==> src/assert_macros.svh <==
// assertion helpers shared by the spectrum bar modules
// expects i_clk and i_rst_n in the including module's scope
`ifndef ASSERT_MACROS_SVH
`define ASSERT_MACROS_SVH

// property that must hold at every clock edge outside reset
`define SBF_ASSERT_ALWAYS(lbl, expr, msg) \
    lbl: assert property (@(posedge i_clk) disable iff (!i_rst_n) (expr)) else $error(msg);

// consequent must hold in the cycle after the antecedent
`define SBF_ASSERT_NEXT(lbl, ante, cons, msg) \
    lbl: assert property (@(posedge i_clk) disable iff (!i_rst_n) (ante) |=> (cons)) \
        else $error(msg);

`endif

==> src/sbf_pkg.sv <==
// shared constants, types and codes for the spectrum bar falloff / peak hold block
// no dependencies
`timescale 1ns / 1ps

package sbf_pkg;

    // geometry
    localparam int COLUMNS  = 64;
    localparam int LEVELS   = 64;
    localparam int SLOTS    = 3 * COLUMNS;
    localparam int COL_W    = $clog2(COLUMNS);
    localparam int LEVEL_W  = $clog2(LEVELS);
    localparam int SLOT_W   = $clog2(SLOTS);
    localparam int HEIGHT_W = 8;
    localparam int MODE_W   = 2;

    localparam logic [HEIGHT_W-1:0] HEIGHT_MAX = {HEIGHT_W{1'b1}};

    // channel mode codes
    localparam logic [MODE_W-1:0] MODE_LEFT  = 2'd0;
    localparam logic [MODE_W-1:0] MODE_RIGHT = 2'd1;
    localparam logic [MODE_W-1:0] MODE_BOTH  = 2'd2;

    // configuration register indexes
    localparam logic CFG_BAR_HEIGHT = 1'b0;
    localparam logic CFG_PEAKS_EN   = 1'b1;

    // one stored column entry (previous height is the old show, not stored)
    typedef struct packed {
        logic [HEIGHT_W-1:0] show;
        logic [HEIGHT_W-1:0] peak;
        logic [HEIGHT_W-1:0] fall;
    } t_entry;

    // write-back request from the update stage to the column store
    typedef struct packed {
        logic              en;
        logic              clear;
        logic [SLOT_W-1:0] slot;
        t_entry            data;
    } t_wr_req;

endpackage

==> src/sbf_store.sv <==
// column state memory with per-entry valid bits and write-to-read forwarding
// depends on sbf_pkg and assert_macros.svh
`timescale 1ns / 1ps
`include "assert_macros.svh"

module sbf_store import sbf_pkg::*; (
    input  logic              i_clk,
    input  logic              i_rst_n,
    input  logic              i_rd_en,
    input  logic [SLOT_W-1:0] i_rd_slot,
    input  t_wr_req           i_wr,
    output t_entry            o_entry
);

    t_entry             r_mem [SLOTS];
    logic [SLOTS-1:0]   r_valid;
    t_entry             r_rd_data;
    logic               r_rd_vld;
    logic               r_hit;
    logic               r_clr;
    t_entry             r_fwd;

    // memory port: registered read, one write
    always_ff @(posedge i_clk) begin
        if (i_rd_en) begin
            r_rd_data <= r_mem[i_rd_slot];
        end
        if (i_wr.en) begin
            r_mem[i_wr.slot] <= i_wr.data;
        end
    end

    // valid bits, cleared all at once by reset or a clear transaction
    always_ff @(posedge i_clk) begin
        if (!i_rst_n) begin
            r_valid <= '0;
        end else if (i_wr.en) begin
            if (i_wr.clear) begin
                r_valid <= '0;
            end
            r_valid[i_wr.slot] <= 1'b1;
        end
    end

    // capture what the concurrent write does to this read
    always_ff @(posedge i_clk) begin
        if (!i_rst_n) begin
            r_rd_vld <= 1'b0;
            r_hit    <= 1'b0;
            r_clr    <= 1'b0;
        end else if (i_rd_en) begin
            r_rd_vld <= r_valid[i_rd_slot];
            r_hit    <= i_wr.en && (i_wr.slot == i_rd_slot);
            r_clr    <= i_wr.en && i_wr.clear;
        end
    end

    always_ff @(posedge i_clk) begin
        if (i_rd_en) begin
            r_fwd <= i_wr.data;
        end
    end

    // resolved read data
    always_comb begin
        if (r_hit) begin
            o_entry = r_fwd;
        end else if (r_clr || !r_rd_vld) begin
            o_entry = '0;
        end else begin
            o_entry = r_rd_data;
        end
    end

    `SBF_ASSERT_NEXT(a_clear_leaves_one, i_wr.en && i_wr.clear, $countones(r_valid) == 1, "clear did not leave exactly the written entry valid")
    `SBF_ASSERT_NEXT(a_write_sets_valid, i_wr.en, r_valid[$past(i_wr.slot)], "written entry not marked valid")
    `SBF_ASSERT_NEXT(a_hit_needs_write, i_rd_en && !i_wr.en, !r_hit && !r_clr, "forwarding flagged without a concurrent write")

endmodule

==> config.mk <==
export PLATFORM = sky130hd
export DESIGN_NAME = sbf_store
export DESIGN_NICKNAME = d
export VERILOG_FILES = /design/src/sbf_pkg.sv /design/src/sbf_store.sv
export VERILOG_INCLUDE_DIRS = /design/src /design/src/src
export SDC_FILE = /design/constraint.sdc
export NUM_CORES = 2
export LEC_CHECK = 0
export BUFFER_PORTS_ARGS = -buffer_cell sky130_fd_sc_hd__buf_2
export CORE_UTILIZATION = 45
export CTS_CLUSTER_DIAMETER = 150
export DETAILED_ROUTE_END_ITERATION = 6
export HOLD_SLACK_MARGIN = 0.06
export REMOVE_ABC_BUFFERS = 1
export SYNTH_ARGS = -nofsm -noshare
export SYNTH_HDL_FRONTEND = slang
export SYNTH_MEMORY_MAX_BITS = 65536
export SYNTH_SLANG_ARGS = --single-unit
==> constraint.sdc <==
create_clock -name i_clk -period 8.4 [get_ports i_clk]
set_input_delay 1.68 -clock i_clk [delete_from_list [all_inputs] [get_ports i_clk]]
set_output_delay 1.68 -clock i_clk [all_outputs]
set_load 0.01 [all_outputs]
== Word level (Yosys, flattened, before mapping) ==
Memories as Yosys holds them, arrays and structs flattened. A register that Yosys moved wholly into a read port is not among the register bits.
Cells that the tools add are included.

* Register bits after elaboration: 219
* Bits in writable memories: 4608
* Input bits: 45
* Output and inout port bits: 24
* Word-level logic and storage cells: 29
* Memories kept: 1

* $lt $le $gt $ge: 3
* Equal/unequal tests: 1
* Mux-type cells: 11
* Bitwise logic cells: 1
* Reduce and logical (&&, ||, !) cells: 5

{| class="wikitable"
|+ Memory list
! memory !! depth !! bits a word !! read ports !! clocked after Yosys merged registers in !! wr ports !! RTL line !! source
|-
| r_mem || 192 || 24 || 1 || 1 || 1 || sbf_store.sv:15 || <nowiki>t_entry r_mem [SLOTS];</nowiki>
|}

{| class="wikitable"
|+ Operators by type and width
! operator !! number
|-
| 192-bit two-way mux || 3
|-
| 192-bit OR || 1
|-
| 24-bit two-way mux || 2
|-
| 8-bit by 9-bit less-than comparator with 1-bit output (second input constant) || 2
|-
| 1-bit binary-select mux with 8-bit select || 1
|-
| 1-bit demux with 8-bit select || 1
|-
| 8-bit == test || 1
|-
| 8-bit by 1-bit >= comparator with 1-bit output (second input constant) || 1
|-
| 1-bit two-way mux || 4
|-
| 1-bit logical AND || 3
|-
| 1-bit zero test || 1
|-
| 1-bit logical OR || 1
|}

== Logic depth before layout (Yosys ltp) ==
* Depth in word-level cells: 5
* Gate-level depth with buffers: 12
* Mapped depth without buffers: 6

== Worst setup path after synthesis ==
Ideal clock, no wire load.

* Path type: input -> register
* Start: input i_rd_slot[1]
* End: register r_rd_data[12] (netlist name)
* Library setup time: 254 ps
* Data arrival time: 3995 ps
* Data required time: 8146 ps
* Setup slack: 4151 ps
* Stages: 9
* Buffers on the path: 4
* Cells stage by stage: buf_2 -> clkbuf_1 -> clkbuf_1 -> clkbuf_1 -> mux4_2 -> mux4_2 -> a22oi_1 -> o2111ai_1 -> a21o_1

{| class="wikitable"
|+ RTL lines
! what !! RTL line !! source
|-
| start, declared || sbf_store.sv:10 || <nowiki>input logic [SLOT_W-1:0] i_rd_slot,</nowiki>
|}

==> flow_summary_export.csv <==
group,metric,value,unit
global_routing,grt_pass1_vias,88318,
placement,gp_congestion,0.836,
clock_tree,cts.sinks,4851,
die,initial_core_util,45.2,%
clock_tree,hold_buffers,0,
setup_path,start_kind,"input pin",
clock_tree,clk-insertion-delay-late,1.02,ns
setup_path,worst-path-max-fanout,41,
logic_synthesis,postSynthAreaPerCell,23.9,µm²
logic_synthesis,yosys-top-cells-area,"edfxtp_1, mux4_2, dfxtp_1, nor2b_1, a21oi_1",
timing,setup_viol,0,
cells_and_area,fillers,31433,
global_routing,antenna_found_initial,41,
global_routing,grt_overflow,0,
logic_synthesis,ys_dominant_reg_cell,"edfxtp_1",
logic_synthesis,ys_ff_latch,4851,
clock_tree,cts_buffer_depth,4,
timing,min_period,5.63,ns
timing,grt_setup_unrepaired,"no",
logic_synthesis,muxShareOfSynthArea,18.6,%
status,violations,"capacitance limit, slew limit",
timing,slew_viol_final,4,
clock_tree,cts_resized,0,
routing,wl_per_cell,37.4,µm
setup_path,crit_arrival,6.36,ns
worst_hold_path,hold_depth,2,
run,cap_violations,1,
die,die_area,414000,µm²
setup_path,required,9.14,ns
placement,dp_hpwl,288,mm
die,dieHeight,643,µm
clock_tree,cts_tree,"done",
clock_tree,cts_buffers,476,
cells_and_area,fin_cells,14059,
global_routing,grt_max_degree,131,
global_routing,grt_pass1_wl,722,mm
cells_and_area,syn_to_final_growth,13.7,%
routing,antenna_left,0,
logic_synthesis,ys_seq_area_share,77.7,%
logic_synthesis,synth_cell_types,49,
logic_synthesis,yosys_warnings,0,
placement,dp.cells,13146,
logic_synthesis,yosysTopAreaCellShare,75.6,%
logic_synthesis,yosys.area_share.simple,1.35,%
die,die_w,643,µm
setup_path,end_kind,"flip-flop",
setup_path,reg2reg_to,"r_rd_data[17]$_DFFE_PP_",
global_routing,grt.total_usage,25.2,%
setup_path,worst-setup-path-type,"input pin to flip-flop",
pwr,peakVddDrop,0.191,mV
clock_tree,cts_root_buf,"clkbuf_16",
logic_synthesis,synthXorXnorAreaFrac,0.0379,%
routing,drt_iter0_drc,13296,
logic_synthesis,synth_area_leader_cell,"edfxtp_1",
timing,finalCritPeriodShare,67.0,%
setup_path,reg2reg_slack,4.81,ns
die,num_rows,235,
cells_and_area,nNetsFinal,8218,
routing,via_count,88687,
status,status,"complete, but fails checks",
pwr,power_density,238,nW/µm²
die,ioPinCount,69,
logic_synthesis,synthCells,7728,
timing,tightest_slew,1.59,ns
setup_path,r2r-start,"r_mem[95][17]$_DFFE_PP_",
logic_synthesis,synth_adder_area_share,0,%
cells_and_area,final_util,51.4,%
logic_synthesis,syn_area,185000,µm²
cells_and_area,drive_gt1_share,32.9,%
clock_tree,clk_pin_slew,0.06,ns
routing,routed_wl,525,mm
pwr,leakagePower,64.3,nW
logic_synthesis,synth_top_family_by_area,"multiplexers",
die,core,409000,µm²
routing,via_per_inst,6.31,
logic_synthesis,synth_compound_area_share,1.28,%
routing,drc,0,
worst_hold_path,min-delay-start,"r_valid[106]$_SDFFE_PN0P_",
placement,port_buffers,68,
logic_synthesis,synth-edff-count,4656,
clock_tree,post_cts_buffers,0,
timing,finalHoldViolations,0,
setup_path,rr_worst_depth,6,
worst_hold_path,min_to,"r_valid[106]$_SDFFE_PN0P_",
logic_synthesis,async_flop_share,0,%
clock_tree,htreeDepth,5,
timing,slew_headroom,-5.79,%
timing,fin_skew,0.0678,ns
timing,fmax,178,MHz
worst_hold_path,hp-class,"flip-flop to flip-flop",
routing,drt_pass1_iterations,5,
==> Yosys cell counts, types with 12 or more instances <==
cell,instances
a22oi_1,77
buf_1,49
nand2_1,26
nor2b_1,204
edfxtp_1,4656
clkbuf_1,246
a22o_1,26
buf_2,125
a21o_1,23
o2111ai_1,23
mux4_2,1502
mux2i_1,44
nand3_1,25
nor2_1,203
a21oi_1,196
dfxtp_1,195
buf_4,12
==> per-stage QoR <==
stage	cell area [µm²]	setup WS (ns)	power (W)	setup TNS, ns	hold slack [ns]
2_1_floorplan	183000	-0.305	0.0281	-0.305	0.456
3_3_place_gp	195000	1.66	0.0295	0	0.484
3_5_place_dp	195000	1.63	0.0296	0	0.492
4_1_cts	210000	2.70	0.0503	0	0.507
5_1_grt	210000	2.66	0.0513	0	0.523
6_report	210000	2.77	0.0501	0	0.507
==> cell type report <==
class / count / area [µm²] / share of cell area, %
antenna: 30 / 75.1 / 0.0357
clock buffer: 633 / 13100 / 6.21
clock inverter: 250 / 2290 / 1.09
inverter: 4 / 22.5 / 0.0107
multi-input combinational: 2432 / 40900 / 19.4
sequential: 4851 / 144000 / 68.4
tap: 5451 / 6820 / 3.24
timing repair buffer: 408 / 3410 / 1.62
==> per-layer routing <==
metal	up-vias	track usage, %	share of wire (%)
li1	34187	-	-
met1	49010	35.6	39
met2	4678	39.9	48
met3	794	4.60	9.3
met4	18	8.42	3.7
met5	-	0	0.029
==> worst max-delay path, stage by stage <==
cell and delay (ns):
buf_12 0.36, buf_12 0.38, buf_4 0.72, mux4_2 0.61, mux4_2 0.48, a22oi_1 0.93, o2111ai_1 0.66, a21o_1 0.34
==> cell families (layout without fill, tap and decap cells) <==
| group | after synthesis | after routing |
|---|---|---|
| compound gates | 373 | 373 |
| simple gates | 496 | 496 |
| flops | 4851 | 4851 |
| xor+xnor | 8 | 8 |
| buf+inv | 445 | 1295 |
| mux | 1555 | 1555 |
| other cells | 0 | 30 |
==> worst max-delay path by stage <==
stage / startpoint / to / cells past startpoint
after CTS: i_rd_slot[0] / r_rd_data[20]$_DFFE_PP_ / 8
final: i_rd_slot[0] / r_rd_data[20]$_DFFE_PP_ / 8
after global routing: i_rd_slot[0] / r_rd_data[20]$_DFFE_PP_ / 8
after detailed placement: i_rd_slot[0] / r_rd_data[20]$_DFFE_PP_ / 8
after floorplan: i_rd_slot[4] / r_rd_data[22]$_DFFE_PP_ / 5
after global placement: i_rd_slot[0] / r_rd_data[20]$_DFFE_PP_ / 8
==> where the power goes <==
group | total [W] | switching (W) | internal [W]
Combinational | 0.00246 | 0.00157 | 0.000892
Sequential | 0.0266 | 0.0000339 | 0.0266
Clock | 0.0210 | 0.00908 | 0.0119
==> flip-flops by register name, indices dropped and copies added (netlist names) <==
register and cells:
r_mem 4608, r_clr 1, r_fwd 24, r_hit 1, r_rd_vld 1, r_rd_data 24, r_valid 192
==> cells in the final DEF (no fill, tap or decap), types with 23 or more instances in the layout <==
cell          n
mux2i_1      44
a22o_1       26
clkinv_1     88
a21oi_1     196
dfxtp_1     195
nor2b_1     204
buf_2        37
clkinv_2     85
bufinv_16    34
clkbuf_16   486
nor2_4      193
diode_2      30
buf_12       26
edfxtp_1   4656
a21o_1       23
clkbuf_8     34
buf_6        27
mux4_2     1502
buf_4       316
clkbuf_1    113
a22oi_1      77
Power figures use the tool's default switching activity.
