## src/assert_macros.svh

```systemverilog
// assertion helpers shared by the spectrum bar modules
// expects i_clk and i_rst_n in the including module's scope
`ifndef ASSERT_MACROS_SVH
`define ASSERT_MACROS_SVH

// property that must hold at every clock edge outside reset
`define SBF_ASSERT_ALWAYS(lbl, expr, msg) \
    lbl: assert property (@(posedge i_clk) disable iff (!i_rst_n) (expr)) else $error(msg);

// consequent must hold in the cycle after the antecedent
`define SBF_ASSERT_NEXT(lbl, ante, cons, msg) \
    lbl: assert property (@(posedge i_clk) disable iff (!i_rst_n) (ante) |=> (cons)) \
        else $error(msg);

`endif

```

## src/sbf_pkg.sv

```systemverilog
// shared constants, types and codes for the spectrum bar falloff / peak hold block
// no dependencies
`timescale 1ns / 1ps

package sbf_pkg;

    // geometry
    localparam int COLUMNS  = 64;
    localparam int LEVELS   = 64;
    localparam int SLOTS    = 3 * COLUMNS;
    localparam int COL_W    = $clog2(COLUMNS);
    localparam int LEVEL_W  = $clog2(LEVELS);
    localparam int SLOT_W   = $clog2(SLOTS);
    localparam int HEIGHT_W = 8;
    localparam int MODE_W   = 2;

    localparam logic [HEIGHT_W-1:0] HEIGHT_MAX = {HEIGHT_W{1'b1}};

    // channel mode codes
    localparam logic [MODE_W-1:0] MODE_LEFT  = 2'd0;
    localparam logic [MODE_W-1:0] MODE_RIGHT = 2'd1;
    localparam logic [MODE_W-1:0] MODE_BOTH  = 2'd2;

    // configuration register indexes
    localparam logic CFG_BAR_HEIGHT = 1'b0;
    localparam logic CFG_PEAKS_EN   = 1'b1;

    // one stored column entry (previous height is the old show, not stored)
    typedef struct packed {
        logic [HEIGHT_W-1:0] show;
        logic [HEIGHT_W-1:0] peak;
        logic [HEIGHT_W-1:0] fall;
    } t_entry;

    // write-back request from the update stage to the column store
    typedef struct packed {
        logic              en;
        logic              clear;
        logic [SLOT_W-1:0] slot;
        t_entry            data;
    } t_wr_req;

endpackage

```

## src/sbf_update.sv

```systemverilog
// next-state logic for one bar: level select, scaling, falloff and peak hold
// depends on sbf_pkg
`timescale 1ns / 1ps

module sbf_update import sbf_pkg::*; (
    input  logic [MODE_W-1:0]   i_mode,
    input  logic [LEVEL_W-1:0]  i_level_left,
    input  logic [LEVEL_W-1:0]  i_level_right,
    input  logic [HEIGHT_W-1:0] i_bar_height,
    input  t_entry              i_old,
    output t_entry              o_new
);

    localparam int PROD_W = LEVEL_W + HEIGHT_W;

    logic [LEVEL_W-1:0]  w_lv;
    logic [PROD_W-1:0]   w_prod;
    logic [PROD_W-1:0]   w_scaled;
    logic [HEIGHT_W-1:0] w_lvl;
    logic [HEIGHT_W-1:0] w_show;
    logic [HEIGHT_W-1:0] w_fall;
    logic [HEIGHT_W-1:0] w_peak;

    // level select by channel mode
    always_comb begin
        case (i_mode)
            MODE_LEFT:  w_lv = i_level_left;
            MODE_RIGHT: w_lv = i_level_right;
            default:    w_lv = (i_level_left > i_level_right) ? i_level_left : i_level_right;
        endcase
    end

    // scale to bar height, saturating
    assign w_prod   = PROD_W'(w_lv) * PROD_W'(i_bar_height);
    assign w_scaled = w_prod / PROD_W'(LEVELS);
    assign w_lvl    = (w_scaled > PROD_W'(HEIGHT_MAX)) ? HEIGHT_MAX : w_scaled[HEIGHT_W-1:0];

    // bar falloff with growing speed
    always_comb begin
        w_show = i_old.show;
        w_fall = i_old.fall;
        if (w_lvl < i_old.show) begin
            if (i_old.show >= i_old.fall) begin
                w_show = i_old.show - i_old.fall;
                if (i_old.fall != HEIGHT_MAX) begin
                    w_fall = i_old.fall + 1'b1;
                end
            end else begin
                w_show = '0;
            end
        end
        if (w_lvl > w_show) begin
            w_show = w_lvl;
            w_fall = HEIGHT_W'(1);
        end
    end

    // peak jumps above the level, else decays while clear of the bar
    always_comb begin
        w_peak = i_old.peak;
        if (i_old.peak <= w_lvl) begin
            w_peak = (w_lvl != HEIGHT_MAX) ? w_lvl + 1'b1 : HEIGHT_MAX;
        end else if ((i_old.peak != '0) &&
                     ({1'b0, i_old.peak} > ({1'b0, w_show} + 1'b1))) begin
            w_peak = i_old.peak - 1'b1;
        end
    end

    assign o_new.show = w_show;
    assign o_new.fall = w_fall;
    assign o_new.peak = w_peak;

endmodule

```

## config.mk

```make
export PLATFORM = sky130hd
export DESIGN_NAME = sbf_update
export DESIGN_NICKNAME = d
export VERILOG_FILES = /design/src/assert_macros.svh /design/src/sbf_pkg.sv /design/src/sbf_update.sv
export SDC_FILE = /design/constraint.sdc
export NUM_CORES = 1
export LEC_CHECK = 0
export BUFFER_PORTS_ARGS = -buffer_cell sky130_fd_sc_hd__buf_2
export CORE_MARGIN = 5
export CORE_UTILIZATION = 55
export DETAILED_ROUTE_END_ITERATION = 7
export PLACE_DENSITY = 0.75
export SLEW_MARGIN = 20
export SYNTH_ARGS = -nofsm -noshare
export SYNTH_HDL_FRONTEND = slang
export SYNTH_SLANG_ARGS = --single-unit
export TNS_END_PERCENT = 20
```

## constraint.sdc

```tcl
create_clock -name vclk -period 33.5
set_input_delay 1.675 -clock vclk [all_inputs]
set_output_delay 1.675 -clock vclk [all_outputs]
set_load 0.03 [all_outputs]
```

== Word level (Yosys, flattened, before mapping) ==
Index checks and enable logic that the tools add are counted.

* $lt $le $gt $ge: 7
* $add $sub $neg: 5
* Mux-type cells: 13
* Reductions and logical operators: 3
* Equal/unequal tests: 3
* Multiply operators: 1

{| class="wikitable"
|+ Operators by type and width
! operator !! number
|-
| 8-bit two-way mux || 11
|-
| 8-bit by 1-bit adder with 8-bit output (second input constant) || 2
|-
| 8-bit != test (second input constant) || 2
|-
| 6-bit by 8-bit multiplier with 14-bit output || 1
|-
| 6-bit case mux with 2 select lines || 1
|-
| 8-bit by 1-bit adder with 9-bit output (second input constant) || 1
|-
| 8-bit by 9-bit greater-than comparator with 1-bit output || 1
|-
| 8-bit greater-or-equal comparator || 1
|-
| 8-bit greater-than comparator || 1
|-
| 8-bit greater-than comparator (second input constant) || 1
|-
| 8-bit <= comparator || 1
|-
| 8-bit < comparator || 1
|-
| 8-bit nonzero test || 1
|-
| 8-bit by 1-bit subtractor with 8-bit output (second input constant) || 1
|-
| 8-bit subtractor || 1
|-
| 6-bit greater-than comparator || 1
|-
| 6-bit two-way mux || 1
|-
| 2-bit by 1-bit equality test with 1-bit output (second input constant) || 1
|-
| 2-bit zero test || 1
|-
| 1-bit logical AND || 1
|}

* Output and inout port bits: 24
* Logic and storage cells: 32
* Bits in registers: 0
* Input port bits: 46

== Longest topological paths before layout ==
Gate-level depths: netlist of run 1.

* Depth in word-level cells: 15
* Mapped depth: 56
* Gate-level depth less buffers: 53

== Worst setup path before layout of run 1 ==
No wires, ideal clock.

* Path type: input -> output
* From: input i_level_right[5]
* To: output o_new[15] in the netlist's numbering
* Cell stages on the path: 50
* Path buffers: 3
* Data required time: 31825 ps
* Arrival: 12896 ps
* Setup slack: 18929 ps
* Path through: inv_1 > ha_1 > nand4_2 > o21bai_4 > a31oi_4 > buf_2 > nand2_1 > o21ai_1 > and2_1 > fa_1 > fa_1 > inv_1 > fa_1 > inv_1 > ha_1 > a21o_1 > a21o_1 > and2_1 > (+14 left out) > o21a_1 > o21ai_1 > a21oi_1 > o22ai_1 > clkbuf_1 > mux2i_1 > ha_1 > nand3_1 > xor2_1 > ha_1 > o21a_1 > o21a_1 > o21a_1 > o21ai_0 > a211oi_1 > o21ai_4 > or4_1 > a31oi_1

{| class="wikitable"
|+ RTL lines
! element !! RTL line !! RTL
|-
| from (decl) || sbf_update.sv:8 || <nowiki>input logic [LEVEL_W-1:0] i_level_right,</nowiki>
|-
| to (decl) || sbf_update.sv:11 || <nowiki>output t_entry o_new</nowiki>
|}

==> impl_metrics.csv, run 1 <==
group,metric,value,unit
status,outcome,"complete, no violations",
cells_and_area,sequential_cell_total,0,
floorplan,die_h,93.2,µm
global_routing,grt_usage,23.0,%
critical_path,worst_setup_path_endpoint,"o_new[15]",
clock_tree,cts-hold-fix-buffers,0,
synth,synth.yosys.warnings,0,
place,io_buffer_count,70,
floorplan,initial_core_util,56.3,%
cells_and_area,sequential_cell_area,0,µm²
sta,max_slew_margin,34.5,%
critical_path,worst_setup_path_start_kind,"primary input",
min_path,hold_path.startpoint,"i_old[15]",
sta,min_period_over_period,44.2,%
sta,max_freq,67.5,MHz
synth,synth_seq_area_share,0,%
synth,syn_area_per_cell,7.56,µm²
detailed_routing,detail_route.vias_per_cell,5.90,
sta,setup-tns-final,0,ns
detailed_routing,wirelength,9.59,mm
cells_and_area,nNetsFinal,708,
sta,final-setup-viol-count,0,
cells_and_area,n_antenna_cell,0,
critical_path,slowest_stage,"fa_1",
place,dp_hpwl,8.26,mm
critical_path,timing.critical_path.arrival,13.15,ns
synth,mappedNetlistNets,643,
floorplan,rows,30,
critical_path,critPathKind,"primary input to primary output",
clock_tree,post_cts_resized,0,
floorplan,core_region_area,6760,µm²
synth,synth_cells,503,
detailed_routing,vias,3813,
detailed_routing,first_pass_iters,5,
global_routing,grt_antenna_before_repair,0,
detailed_routing,drtAntennaViolNets,0,
cells_and_area,area.growth.synth_to_final,11.1,%
detailed_routing,wire_per_inst,14.9,µm
sta,setup_repair_after_global_routing_missed_its_margin,"no",
critical_path,cp-end-kind,"primary output",
floorplan,die-width,93.2,µm
detailed_routing,drc_errors,0,
cells_and_area,final_layout_size_suffix_gt1_share,15.9,%
sta,slew_viol_final,0,
global_routing,global_route_wire_length_before_repair,17.1,mm
clock_tree,post-cts-setup-buffers,0,
synth,yosys.cell_types.count,64,
job,maxCapViolations,0,
cells_and_area,multi_input_comb_area,3520,µm²
synth,netlist_area,3800,µm²
min_path,timing.hold.worst.class,"primary input to primary output",
critical_path,worstSetupStartpoint,"i_level_right[5]",
synth,ys_top_cells_by_area,"ha_1 (23%), fa_1 (13%), inv_1 (6.8%)",
global_routing,grt-ovfl-total,0,
sta,hold_viol_final,0,
critical_path,critPathMaxStageDelay,0.56,ns
synth,synthDominantCellAreaShare,22.7,%
place,finalWeightedCongestion,0.897,
floorplan,design.die.area,8680,µm²
floorplan,top_level_ports,70,
synth,synth.top_cells.by_count,"ha_1 (69), inv_1 (69), nand2_1 (42), nor2_1 (34)",
critical_path,critPathMaxFanout,14,
global_routing,via_count_of_the_first_global_routing_pass,3786,
cells_and_area,clock_buffers,0,
global_routing,grt_max_degree,15,
sta,period_minus_slack,14.82,ns
detailed_routing,drt_first_iter_violations,182,
synth,post_synthesis_cell_type_with_the_largest_combined_area,"ha_1",
cells_and_area,fill_cells,631,
sta,timing_worst_slew_pin_value,0.976,ns
critical_path,critical_path_required,31.82,ns
-- worst min-delay path by stage --
stage | end | slack (ns) | cells after the start
global route | o_new[15] | 3.82 | 4
detailed placement | o_new[7] | 3.79 | 4
CTS | o_new[15] | 3.80 | 4
global placement | o_new[1] | 3.79 | 4
finish | o_new[15] | 3.79 | 4
floorplan | o_new[6] | 3.59 | 2
-- kinds of logic (layout without fill, tap and decap cells) --
kind of cell / Yosys count / count (layout) / share of synthesized area, %
XOR/XNOR: 27 / 27 / 6.22
AND/OR/NAND/NOR: 179 / 179 / 24.3
buffers and inverters: 76 / 139 / 7.73
adder cells (fa/ha/maj): 94 / 94 / 35.8
AO/OA/AOI/OAI: 113 / 113 / 21.3
multiplexers: 14 / 14 / 4.57
-- final cells by class --
type | count | area share, %
Tap cell | 80 | 2.37
Inverter | 69 | 6.13
Multi-Input combinational cell | 427 | 83.2
Timing Repair Buffer | 70 | 8.29
-- layer usage --
layer  global-route usage [%]  wire [µm]
met5                        0          0
met4                     3.05        119
met3                    0.805        479
met2                     40.7       4610
met1                     31.8       4390
-- worst max-delay path: cells and delay by family --
kind | cells | cell delay, ns
compound gates | 22 | 4.37
fa+ha+maj | 9 | 3.34
simple gates | 11 | 2.29
buf+inv | 6 | 0.58
xor+xnor | 2 | 0.47
mux | 1 | 0.37
-- cells in the final DEF, fill, tap and decap left out, types with 12 or more instances in the layout --
| cell type | Yosys | layout |
|---|---|---|
| buf_2 | 1 | 70 |
| inv_1 | 69 | 69 |
| ha_1 | 69 | 69 |
| nand2_1 | 42 | 42 |
| nor2_1 | 34 | 34 |
| and2_1 | 28 | 28 |
| a21oi_1 | 28 | 28 |
| fa_1 | 25 | 25 |
| xnor2_1 | 18 | 18 |
| o21ai_0 | 13 | 13 |
| o21a_1 | 12 | 12 |
-- through the flow --
stage                     hold slack [ns]  area (µm²)  setup WS [ns]  utilization [%]  std cells
final                                3.79        4230          18.68             62.6        646
after global routing                 3.82        4230          17.72             62.6        646
after detailed placement             3.79        4220          18.34             62.5        646
after global placement               3.79        4220          18.59             62.5        646
after CTS                            3.80        4220          18.27             62.5        646
after floorplan                      3.59        3800          18.93                -        503
Power of run 1 is left out: the tool's default activity adds up to more than one toggle a clock period on the data nets, which glitch-free logic cannot reach.
==> run 2, diff against run 1 <==
CORE_UTILIZATION = 54   (was 55)
PLACE_DENSITY = 0.77   (was 0.75)
clock period = 13.4 ns   (was 33.5 ns; I/O delays follow)
==> impl_metrics.csv, run 2 (synthesis results as in run 1) <==
group,metric,value,unit
status,outcome,"complete, no violations",
global_routing,grt_use_met1,29.9,%
cells_and_area,area.growth.synth_to_final,12.0,%
floorplan,core_region_area,6830,µm²
global_routing,grt_max_degree,14,
sta,hold_viol_final,0,
global_routing,via_count_of_the_first_global_routing_pass,3797,
cells_and_area,sequential_cell_total,0,
critical_path,critPathMaxFanout,13,
clock_tree,post-cts-setup-buffers,0,
sta,slew_viol_final,0,
critical_path,critPathKind,"primary input to primary output",
global_routing,grt_busiest_layer,"met2",
cells_and_area,fill_cells,654,
detailed_routing,drt_first_iter_violations,121,
critical_path,worst_setup_path_start_kind,"primary input",
detailed_routing,drtAntennaViolNets,0,
critical_path,timing.critical_path.arrival,11.97,ns
min_path,min_to,"o_new[1]",
detailed_routing,drc_errors,0,
floorplan,die-width,93.9,µm
min_path,timing.hold.worst.class,"primary input to primary output",
place,io_buffer_count,70,
cells_and_area,layout.cells.most_common_list,"buf_2 (70), inv_1 (69), ha_1 (69)",
floorplan,rows,30,
sta,final-setup-viol-count,0,
detailed_routing,first_pass_iters,4,
detailed_routing,vias,3772,
global_routing,global_route_wire_length_before_repair,16.8,mm
sta,setup_repair_after_global_routing_missed_its_margin,"no",
cells_and_area,clock_buffers,0,
sta,setup-tns-final,0,ns
critical_path,cp-end-kind,"primary output",
sta,min_period_over_period,94.4,%
global_routing,grt_usage,22.3,%
sta,period_minus_slack,12.64,ns
cells_and_area,final_layout_size_suffix_gt1_share,16.2,%
detailed_routing,detail_route.vias_per_cell,5.69,
global_routing,grt_antenna_before_repair,0,
min_path,hold_path.startpoint,"i_old[1]",
sta,timing_worst_slew_pin_value,0.884,ns
floorplan,initial_core_util,55.7,%
critical_path,slowest_stage,"fa_1",
detailed_routing,wire_per_inst,14.4,µm
critical_path,crit_family,"compound AO/OA/AOI/OAI gates",
job,maxCapViolations,0,
place,finalWeightedCongestion,0.873,
global_routing,use_met3,1.28,%
critical_path,critical_path_required,12.73,ns
detailed_routing,wirelength,9.57,mm
cells_and_area,n_antenna_cell,0,
cells_and_area,final_common_cell,"buf_2",
global_routing,grt-ovfl-total,0,
floorplan,design.die.area,8820,µm²
sta,max_freq,79.1,MHz
cells_and_area,nNetsFinal,709,
critical_path,critical_path_depth,50,
critical_path,critPathMaxStageDelay,0.55,ns
sta,max_slew_margin,40.7,%
global_routing,global_route.usage.met2,40.7,%
critical_path,critical_path_buf_inv_count,6,
cells_and_area,sequential_cell_area,0,µm²
cells_and_area,multi_input_comb_area,3520,µm²
floorplan,die_h,93.9,µm
critical_path,worstSetupStartpoint,"i_level_right[5]",
min_path,worstHoldPathCells,4,
floorplan,top_level_ports,70,
place,dp_hpwl,8.25,mm
==> run 2: cell types whose count changed in the layout (fill, tap and decap cells not counted), sizes merged <==
cell,delta
buf,+1
==> run 2: layout make-up <==
type                            instances  area share [%]
Timing Repair Buffer                   71            8.40
Inverter                               69            6.08
Multi-Input combinational cell        427            82.7
Tap cell                               96            2.82
==> run 2: through the flow <==
stage	setup WS (ns)	utilization [%]	hold slack (ns)	cell area, µm²	instances
after global routing	0.0160	62.4	1.81	4260	663
after global placement	0.868	62.2	1.77	4250	663
after detailed placement	0.625	62.2	1.78	4250	663
after CTS	0.604	62.2	1.79	4250	663
final	0.756	62.4	1.78	4260	663
after floorplan	0.839	-	1.58	3800	503
==> run 2: worst max-delay path by stage <==
stage,slack [ns],to
detailed placement,0.62,o_new[15]
finish,0.76,o_new[15]
global route,0.02,o_new[15]
global placement,0.87,o_new[9]
CTS,0.60,o_new[15]
floorplan,0.84,o_new[15]
==> run 2: worst min-delay path, cell delays in order <==
cell and delay [ns]:
buf_2 0.11, mux2i_1 0.06, nor2_1 0.07, buf_2 0.19
==> run 2: timing repair <==
action / CTS / global route
hold buffers: 0 / 0
resized for setup: 0 / 2
endpoints found under the setup margin: 0 / 7
==> run 2: per-layer routing <==
layer | routed length, µm | part of all wire (%) | vias up
met5 | 0 | 0 | -
met4 | 27 | 0.28 | 0
met3 | 414 | 4.3 | 5
met2 | 4740 | 49 | 96
met1 | 4390 | 46 | 1771
li1 | - | - | 1900
Power of run 2 is left out for the same reason.
==> run 3, diff against run 2 <==
--- a/config.mk
+++ b/config.mk
@@ -12,2 +12,3 @@
 export PLACE_DENSITY = 0.77
+export REMOVE_ABC_BUFFERS = 1
 export SLEW_MARGIN = 20
==> constraint.sdc (replaced) <==
create_clock -name vclk -period 13.4
set_input_delay 0.67 -clock vclk [all_inputs]
set_output_delay 0.67 -clock vclk [all_outputs]
set_load 0.01 [all_outputs]
==> impl_metrics.csv, run 3 (synthesis results as in run 1) <==
group,metric,value,unit
detailed_routing,drtAntennaViolNets,0,
global_routing,grt_use_met1,28.3,%
cells_and_area,multi_input_comb_area,3510,µm²
detailed_routing,wire_per_inst,14.3,µm
critical_path,critical_path_buf_inv_count,8,
cells_and_area,sequential_cell_area,0,µm²
clock_tree,post-cts-setup-buffers,0,
place,placed_area,4250,µm²
detailed_routing,wirelength,9.46,mm
cells_and_area,area.growth.synth_to_final,11.6,%
global_routing,grt_busiest_layer,"met2",
global_routing,grt_max_degree,14,
place,dp_hpwl,8.25,mm
cells_and_area,final_layout_size_suffix_gt1_share,15.9,%
floorplan,die_h,93.9,µm
place,finalWeightedCongestion,0.946,
critical_path,cp-end-kind,"primary output",
cells_and_area,final_common_cell,"buf_2",
cells_and_area,fill_cells,647,
detailed_routing,drc_errors,0,
global_routing,grt_antenna_before_repair,0,
critical_path,slowest_stage,"fa_1",
sta,max_freq,79.6,MHz
job,maxCapViolations,0,
sta,max_slew_margin,40.2,%
floorplan,die-width,93.9,µm
detailed_routing,first_pass_iters,5,
status,outcome,"complete, no violations",
sta,min_period_over_period,93.8,%
critical_path,worst_setup_path_start_kind,"primary input",
critical_path,critPathMaxStageDelay,0.56,ns
floorplan,core_region_area,6830,µm²
cells_and_area,n_antenna_cell,0,
cells_and_area,clock_buffers,0,
floorplan,rows,30,
critical_path,critical_path_required,12.73,ns
global_routing,grt_usage,21.5,%
global_routing,via_count_of_the_first_global_routing_pass,3750,
sta,hold_viol_final,0,
floorplan,top_level_ports,70,
min_path,timing.hold.worst.class,"primary input to primary output",
detailed_routing,drt_first_iter_violations,154,
floorplan,initial_core_util,55.7,%
cells_and_area,nNetsFinal,709,
place,io_buffer_count,70,
sta,setup-tns-final,0,ns
sta,timing_worst_slew_pin_value,0.891,ns
sta,setup_repair_after_global_routing_missed_its_margin,"no",
sta,period_minus_slack,12.56,ns
sta,final-setup-viol-count,0,
detailed_routing,detail_route.vias_per_cell,5.66,
critical_path,timing.critical_path.arrival,11.89,ns
floorplan,design.die.area,8820,µm²
detailed_routing,vias,3754,
cells_and_area,layout.cells.most_common_list,"buf_2 (70), inv_1 (69), ha_1 (69)",
global_routing,global_route_wire_length_before_repair,16.2,mm
cells_and_area,stdcell_area,4250,µm²
global_routing,grt-ovfl-total,0,
sta,slew_viol_final,0,
cells_and_area,sequential_cell_total,0,
critical_path,crit_family,"compound AO/OA/AOI/OAI gates",
clock_tree,cts-hold-fix-buffers,0,
clock_tree,post_cts_resized,0,
critical_path,critPathMaxFanout,13,
global_routing,global_route.usage.met2,39.1,%
critical_path,critPathKind,"primary input to primary output",
global_routing,use_met3,1.12,%
run 3: worst paths after layout:
kind | from | endpoint | slack [ns] | cells past startpoint
setup / recovery | i_level_right[3] | o_new[9] | 0.84 | 52
hold / removal | i_old[1] | o_new[1] | 1.72 | 4
run 3: area by class of cell:
class,count,area share [%]
Multi-Input combinational cell,427,82.7
Timing Repair Buffer,71,8.42
Inverter,69,6.10
Tap cell,96,2.83
run 3: routing by layer:
layer	vias to the layer above	wire length, µm
li1	1909	-
met5	-	0
met1	1742	4290
met2	89	4590
met4	0	137
met3	14	439
run 3: metrics by stage:
step / setup WS [ns] / std cells / hold slack [ns] / utilization, %
global placement: 1.21 / 663 / 1.71 / 62.2
finish: 0.837 / 663 / 1.72 / 62.2
global route: 0.0831 / 663 / 1.78 / 62.2
detailed placement: 0.943 / 663 / 1.72 / 62.2
floorplan: 1.52 / 496 / 1.49 / -
CTS: 0.883 / 663 / 1.72 / 62.2
Power of run 3 is left out for the same reason.
